==> src/hw/rtl/bds_pkg.sv <==
`timescale 1ns / 1ps

package bds_pkg;

    // fixed field widths
    localparam int INDEX_W   = 7;
    localparam int MASS_W    = 24;
    localparam int WIDTH_W   = 24;
    localparam int INV_W     = 32;
    localparam int DENSITY_W = 48;
    localparam int COUNT_W   = 8;
    localparam int FAR_BIT   = 24;

    // divider operand widths for round(2^48 / w^2)
    localparam int NUM_W = 49;
    localparam int DEN_W = 48;

    // round(2/pi * 2^32)
    localparam logic [31:0] K_TWO_OVER_PI = 32'hA2F9836E;

    // density clamp limits, signed Q32.16
    localparam logic [DENSITY_W-1:0] SUM_MAX = {1'b0, {(DENSITY_W-1){1'b1}}};
    localparam logic [DENSITY_W-1:0] SUM_MIN = {1'b1, {(DENSITY_W-1){1'b0}}};

    // controller -> datapath commands
    typedef struct packed {
        logic load_item;
        logic wsq_load;
        logic div_start;
        logic commit;
        logic walk_issue;
        logic out_load;
    } t_cmd;

    // datapath -> controller status
    typedef struct packed {
        logic is_eval;
        logic div_done;
        logic walk_last;
        logic pipe_busy;
    } t_sts;

    // per-stage tag through the evaluate pipeline
    typedef struct packed {
        logic v;
        logic ok;
        logic neg;
    } t_tag;

endpackage

==> src/hw/rtl/bds_ctrl.sv <==
`timescale 1ns / 1ps

// sequencer: accept, write via divider, or walk the table, then hand off result
module bds_ctrl (
    input  logic           i_clk,
    input  logic           i_rst_n,
    input  logic           i_in_valid,
    output logic           o_in_ready,
    output logic           o_out_valid,
    input  logic           i_out_ready,
    output bds_pkg::t_cmd  o_cmd,
    input  bds_pkg::t_sts  i_sts
);

    localparam logic [2:0] S_IDLE     = 3'd0;
    localparam logic [2:0] S_DISPATCH = 3'd1;
    localparam logic [2:0] S_WSTART   = 3'd2;
    localparam logic [2:0] S_WDIV     = 3'd3;
    localparam logic [2:0] S_WCOMMIT  = 3'd4;
    localparam logic [2:0] S_EWALK    = 3'd5;
    localparam logic [2:0] S_EDRAIN   = 3'd6;
    localparam logic [2:0] S_DONE     = 3'd7;

    logic [2:0]    r_state, n_state;
    logic          r_out_valid, n_out_valid;
    bds_pkg::t_cmd cmd;

    assign o_in_ready  = r_state == S_IDLE;
    assign o_out_valid = r_out_valid;
    assign o_cmd       = cmd;

    // next state and commands
    always_comb begin
        n_state     = r_state;
        n_out_valid = r_out_valid && !i_out_ready;
        cmd         = '0;
        case (r_state)
            S_IDLE: begin
                if (i_in_valid) begin
                    cmd.load_item = 1'b1;
                    n_state       = S_DISPATCH;
                end
            end
            S_DISPATCH: begin
                if (i_sts.is_eval) begin
                    n_state = S_EWALK;
                end else begin
                    cmd.wsq_load = 1'b1;
                    n_state      = S_WSTART;
                end
            end
            S_WSTART: begin
                cmd.div_start = 1'b1;
                n_state       = S_WDIV;
            end
            S_WDIV: begin
                if (i_sts.div_done) begin
                    n_state = S_WCOMMIT;
                end
            end
            S_WCOMMIT: begin
                cmd.commit = 1'b1;
                n_state    = S_DONE;
            end
            S_EWALK: begin
                cmd.walk_issue = 1'b1;
                if (i_sts.walk_last) begin
                    n_state = S_EDRAIN;
                end
            end
            S_EDRAIN: begin
                if (!i_sts.pipe_busy) begin
                    n_state = S_DONE;
                end
            end
            S_DONE: begin
                // result slot free or being emptied this cycle
                if (!r_out_valid || i_out_ready) begin
                    cmd.out_load = 1'b1;
                    n_out_valid  = 1'b1;
                    n_state      = S_IDLE;
                end
            end
            default: begin
                n_state = S_IDLE;
            end
        endcase
    end

    always_ff @(posedge i_clk) begin
        if (!i_rst_n) begin
            r_state     <= S_IDLE;
            r_out_valid <= 1'b0;
        end else begin
            r_state     <= n_state;
            r_out_valid <= n_out_valid;
        end
    end

    // accepted beat always goes to dispatch
    a_accept_dispatch: assert property (@(posedge i_clk) disable iff (!i_rst_n)
        (i_in_valid && o_in_ready) |=> (r_state == S_DISPATCH))
        else $error("accepted beat did not reach dispatch");

    // nothing left in flight once idle
    a_idle_drained: assert property (@(posedge i_clk) disable iff (!i_rst_n)
        (r_state == S_IDLE) |-> !i_sts.pipe_busy)
        else $error("evaluate pipeline busy while idle");

    // divider finishes only while waited on
    a_div_done_wait: assert property (@(posedge i_clk) disable iff (!i_rst_n)
        i_sts.div_done |-> (r_state == S_WDIV))
        else $error("divider done outside wait state");

    // table walk only for evaluate items
    a_walk_eval: assert property (@(posedge i_clk) disable iff (!i_rst_n)
        (r_state == S_EWALK) |-> i_sts.is_eval)
        else $error("table walk for a write item");

endmodule

==> config.mk <==
export PLATFORM = sky130hd
export DESIGN_NAME = bds_ctrl
export DESIGN_NICKNAME = d
export VERILOG_FILES = /design/src/hw/rtl/bds_pkg.sv /design/src/hw/rtl/bds_ctrl.sv
export SDC_FILE = /design/constraint.sdc
export NUM_CORES = 1
export LEC_CHECK = 0
export BUFFER_PORTS_ARGS = -buffer_cell sky130_fd_sc_hd__buf_2
export CORE_AREA = 5 5 42 44
export DETAILED_ROUTE_END_ITERATION = 10
export DIE_AREA = 0 0 47 49
export PLACE_DENSITY = 0.59
export SKIP_CTS_REPAIR_TIMING = 1
export SYNTH_ARGS = -nofsm -noshare
export SYNTH_HDL_FRONTEND = slang
export SYNTH_SLANG_ARGS = --single-unit
==> constraint.sdc <==
create_clock -name i_clk -period 3.06 [get_ports i_clk]
set_input_delay 0.306 -clock i_clk [delete_from_list [all_inputs] [get_ports i_clk]]
set_output_delay 0.306 -clock i_clk [all_outputs]
set_load 0.05 [all_outputs]
Word level (Yosys, flattened, before mapping)
Index checks and enable logic that the tools add are counted.
Storage, ports and cells
  register bits after elaboration: 4
  logic and storage cells: 38
  input bits: 8
  output and inout port bits: 8
Cells by class
  equality and inequality tests: 12
  multiplexer cells: 18
  reductions and logical operators: 6
Operators by type and width (count)
  one-hot mux 3 bit (8 select lines): 1
  2-to-1 mux 3 bit: 6
  == test 3 bit (second input constant): 4
  2-to-1 mux 1 bit: 11
  inequality test 2 bit (second input constant): 5
  == test 3 x 2 -> 1 bit (second input constant): 2
  AND reduction 5 bit: 1
  == test 3 x 1 -> 1 bit (second input constant): 1
  zero test 3 bit: 1
  zero test 1 bit: 2
  logical AND 1 bit: 1
  logical OR 1 bit: 1

Longest topological paths before layout
  word-level depth: 4
  mapped depth: 5
  mapped depth without buffers: 4

Worst setup path after synthesis
OpenSTA, ideal clock, no wires.
  kind: register to output
  start: reg r_state[1]
  end: out o_cmd[4] (netlist name)
  slack: 0.588 ns
  data required time: 2.754 ns
  stages on the path, launching flop included: 3
  path buffers: 1
  arrival: 2.166 ns
  cells stage by stage: dfxtp_1 buf_4 nor4b_1
RTL lines
  start, declared: line bds_ctrl.sv:24  | logic [2:0] r_state, n_state;
  start signal, assigned: line bds_ctrl.sv:95  | r_state <= n_state;
  end, declared: line bds_ctrl.sv:11  | output bds_pkg::t_cmd o_cmd,

==> reports/qor.log <==
[route] wl on met1 296 um
[placed_design] total of buffers placed on input and output ports 15
[timing] final slew viol count 0
[synth] number of warning messages in the yosys log 0
[pwr] IR drop worst, VDD 0.0005134 V
[route] met2 WL post-DR 376 um
[synth] number of distinct library cells after synthesis 27
[pwr] power consumption 460.3 uW
[global_route] remaining global-route overflow 0
[synth] number of instances in the synthesized netlist 38
[route] vias 321
[worst_setup_path] Worst Setup Path Type reg2out
[flow_run] max-capacitance violation count 0
[global_route] via count of the first global-routing pass 280
[route] Detail Route Antenna Nets 0
[pwr] power density normalized to cell area 1033 mW/mm^2
[cells_and_area] FF/Latch Area 80.08 um^2
[timing] # setup viols final 0
[timing] headroom to the max-slew limit 0.6602
[cts] library cell used as clock root buffer sky130_fd_sc_hd__clkbuf_4
[synth] Post-Synthesis Net Count 46
[route] residual DRC count 0
[route] First DRT Iteration DRCs 2
[status] outcome finished, final reports clean
[timing] final critical delay including setup and external delays 1714 ps
[cts] number of buffers on the longest clock path 2
[floorplanning] number of top-level pins 16
[cts] TritonCTS clock tree built
[global_route] maximum number of pins on one net before global-route repair 15
[timing] crit path setup slack, layout 1346 ps
[floorplanning] die extent in x 47 um
[cells_and_area] combined area of the multi-input logic cells 244.0 um^2
[route] Avg Vias per Cell 4.652
[worst_setup_path] Worst setup SP type flop
[synth] register area share after synthesis 0.2246
[floorplanning] initial standard-cell utilization of the core 0.2545
[timing] transition time of the tightest slew-check pin 509.0 ps
[worst_setup_path] data required time at the worst endpoint 2750 ps
[placed_design] number of placed instances with taps included 66
[floorplanning] chip height 49 um
[timing] aggregate negative setup slack 0 ps
[route] total length of routed wires 706 um
[timing] achievable clock frequency 583.3 MHz
[global_route] first-pass GRT wire length 1.173 mm
[placed_design] worst setup slack before clock tree synthesis 1567 ps
[global_route] overall track demand over capacity in global routing 0.06901
[route] final routed wire length divided by cell count 10.23 um
[cells_and_area] Post-Layout Cell Count 69
[cts] worst skew pair latency 230 ps
[cts] H-tree depth 1
[worst_setup_path] arrival time worst endpoint 1410 ps
[timing] period utilisation layout 0.5603
[synth] Mapped Avg Cell Area 9.384 um^2
[floorplanning] core area 0.001401 mm^2
[cts] clock transition at the register clock pins on the worst setup and hold paths after CTS 40 ps
[worst_setup_path] Setup crit end kind output pin
[floorplanning] floorplan die area 0.002303 mm^2
[placed_design] detailed placement HPWL 572.3 um
[cts] cts bufs inserted 3
[timing] final setup skew 1.929 ps
[floorplanning] number of standard-cell rows in the floorplan 14
[timing] RSZ-0062 raised after global routing false
[cells_and_area] number of diodes added for antenna fixing 0
[pwr] Leak Pwr 0.1906 nW
[cells_and_area] area added between synthesis and finish 24.91%
[cts] Clock Sinks 4
[cells_and_area] # nets final 63
[route] highest signal layer in the routed design met3
[route] Pre-antenna DRT Iters 4
[route] metal3 WL 32 um
[cells_and_area] layout cells sized above 1 0.4528
[placed_design] Final GP Congestion 0.6722
[cells_and_area] number of fill cells 155
[worst_hold_path] kind of path behind the tightest hold check in2reg
[global_route] antenna violations before repair 0
[worst_setup_path] maximum fanout count along the critical path 14
[synth] cell area after synthesis 356.6 um^2
[synth] number of register bits inferred by synthesis 4
[timing] Hold Vio Cnt, Final 0
[cells_and_area] Core Util, Final 0.3179
where the power goes:
group,total [mW],internal (mW),leakage (nW),switching [mW]
sequential,0.138,0.0702,0.0330,0.0674
clock,0.0615,0.0436,0.0138,0.0179
combinational,0.261,0.0943,0.144,0.167
total,0.460,0.208,0.191,0.252
worst paths after layout:
kind,from,end,slack (ps),cells past startpoint
setup reg to reg,r_state[1],r_state[1],1590,4
setup / recovery,r_state[2],o_cmd[0],1350,3
hold / removal,i_rst_n,r_state[0],350,2
hold reg to reg,o_out_valid,o_out_valid,590,2
routing by layer:
layer  track usage  up-vias
li1              -      174
met2       0.09729        5
met3       0.03321        0
met1       0.08791      142
met4       0.02765        0
met5             0        -
cell families after synthesis:
| logic type | share of synthesized area |
|---|---|
| multiplexers | 0.02807 |
| flip-flops | 0.2246 |
| buffers and inverters | 0.09120 |
| AO/OA/AOI/OAI | 0.2702 |
| AND/OR/NAND/NOR | 0.3860 |
cells in the mapped netlist, drive strengths merged:
| library cell | number | area share |
|---|---|---|
| nand4bb | 2 | 0.063 |
| nor3 | 1 | 0.028 |
| a21o | 1 | 0.021 |
| and2 | 1 | 0.018 |
| nor2b | 3 | 0.053 |
| nand2b | 1 | 0.018 |
| nand2 | 2 | 0.021 |
| nor2 | 3 | 0.039 |
| buf | 2 | 0.042 |
| o21a | 3 | 0.067 |
| clkbuf | 1 | 0.039 |
| mux2i | 1 | 0.028 |
| o221a | 1 | 0.032 |
| o211ai | 2 | 0.081 |
| inv | 1 | 0.011 |
| or3 | 1 | 0.018 |
| a221oi | 1 | 0.025 |
| a21oi | 1 | 0.025 |
| dfxtp | 4 | 0.22 |
| a21boi | 1 | 0.021 |
| nor3b | 2 | 0.042 |
| nor4b | 1 | 0.025 |
| nand3 | 2 | 0.063 |
sequential cells by signal, summed over array words and instances (netlist names):
name and count:
o_out_valid 1, r_state 3
cell usage in the layout (no fill, tap or decap), drive strengths merged:
master   Yosys  final
a21boi       1      1
a21o         1      1
a21oi        1      1
a221oi       1      1
and2         1      1
buf          2     15
clkbuf       1      3
dfxtp        4      4
inv          1      1
mux2i        1      1
nand2        2      2
nand2b       1      1
nand3        2      2
nand4bb      2      2
nor2         3      3
nor2b        3      3
nor3         1      1
nor3b        2      2
nor4b        1      1
o211ai       2      2
o21a         3      3
o221a        1      1
or3          1      1
critical path, stage by stage, from the launching register on:
cell and delay (ps):
sky130_fd_sc_hd__dfxtp_1 630, sky130_fd_sc_hd__nand3_4 150, sky130_fd_sc_hd__nor2b_1 130, sky130_fd_sc_hd__buf_2 270
cell type report:
type / instances / share of cell area
multi-input cells: 30 / 0.5478
flip-flops and latches: 4 / 0.1798
repair buffers: 15 / 0.1685
clock buffers: 3 / 0.05056
well taps: 16 / 0.04494
inverters: 1 / 0.008427
stage by stage:
step | hold slack, ps | instance area, um^2
after floorplan | 423.8 | 356.6
after global placement | 574.8 | 422.9
after detailed placement | 579.7 | 422.9
after CTS | 342.0 | 445.4
after global routing | 349.6 | 445.4
final | 346.8 | 445.4
Power figures use the tool's default switching activity.
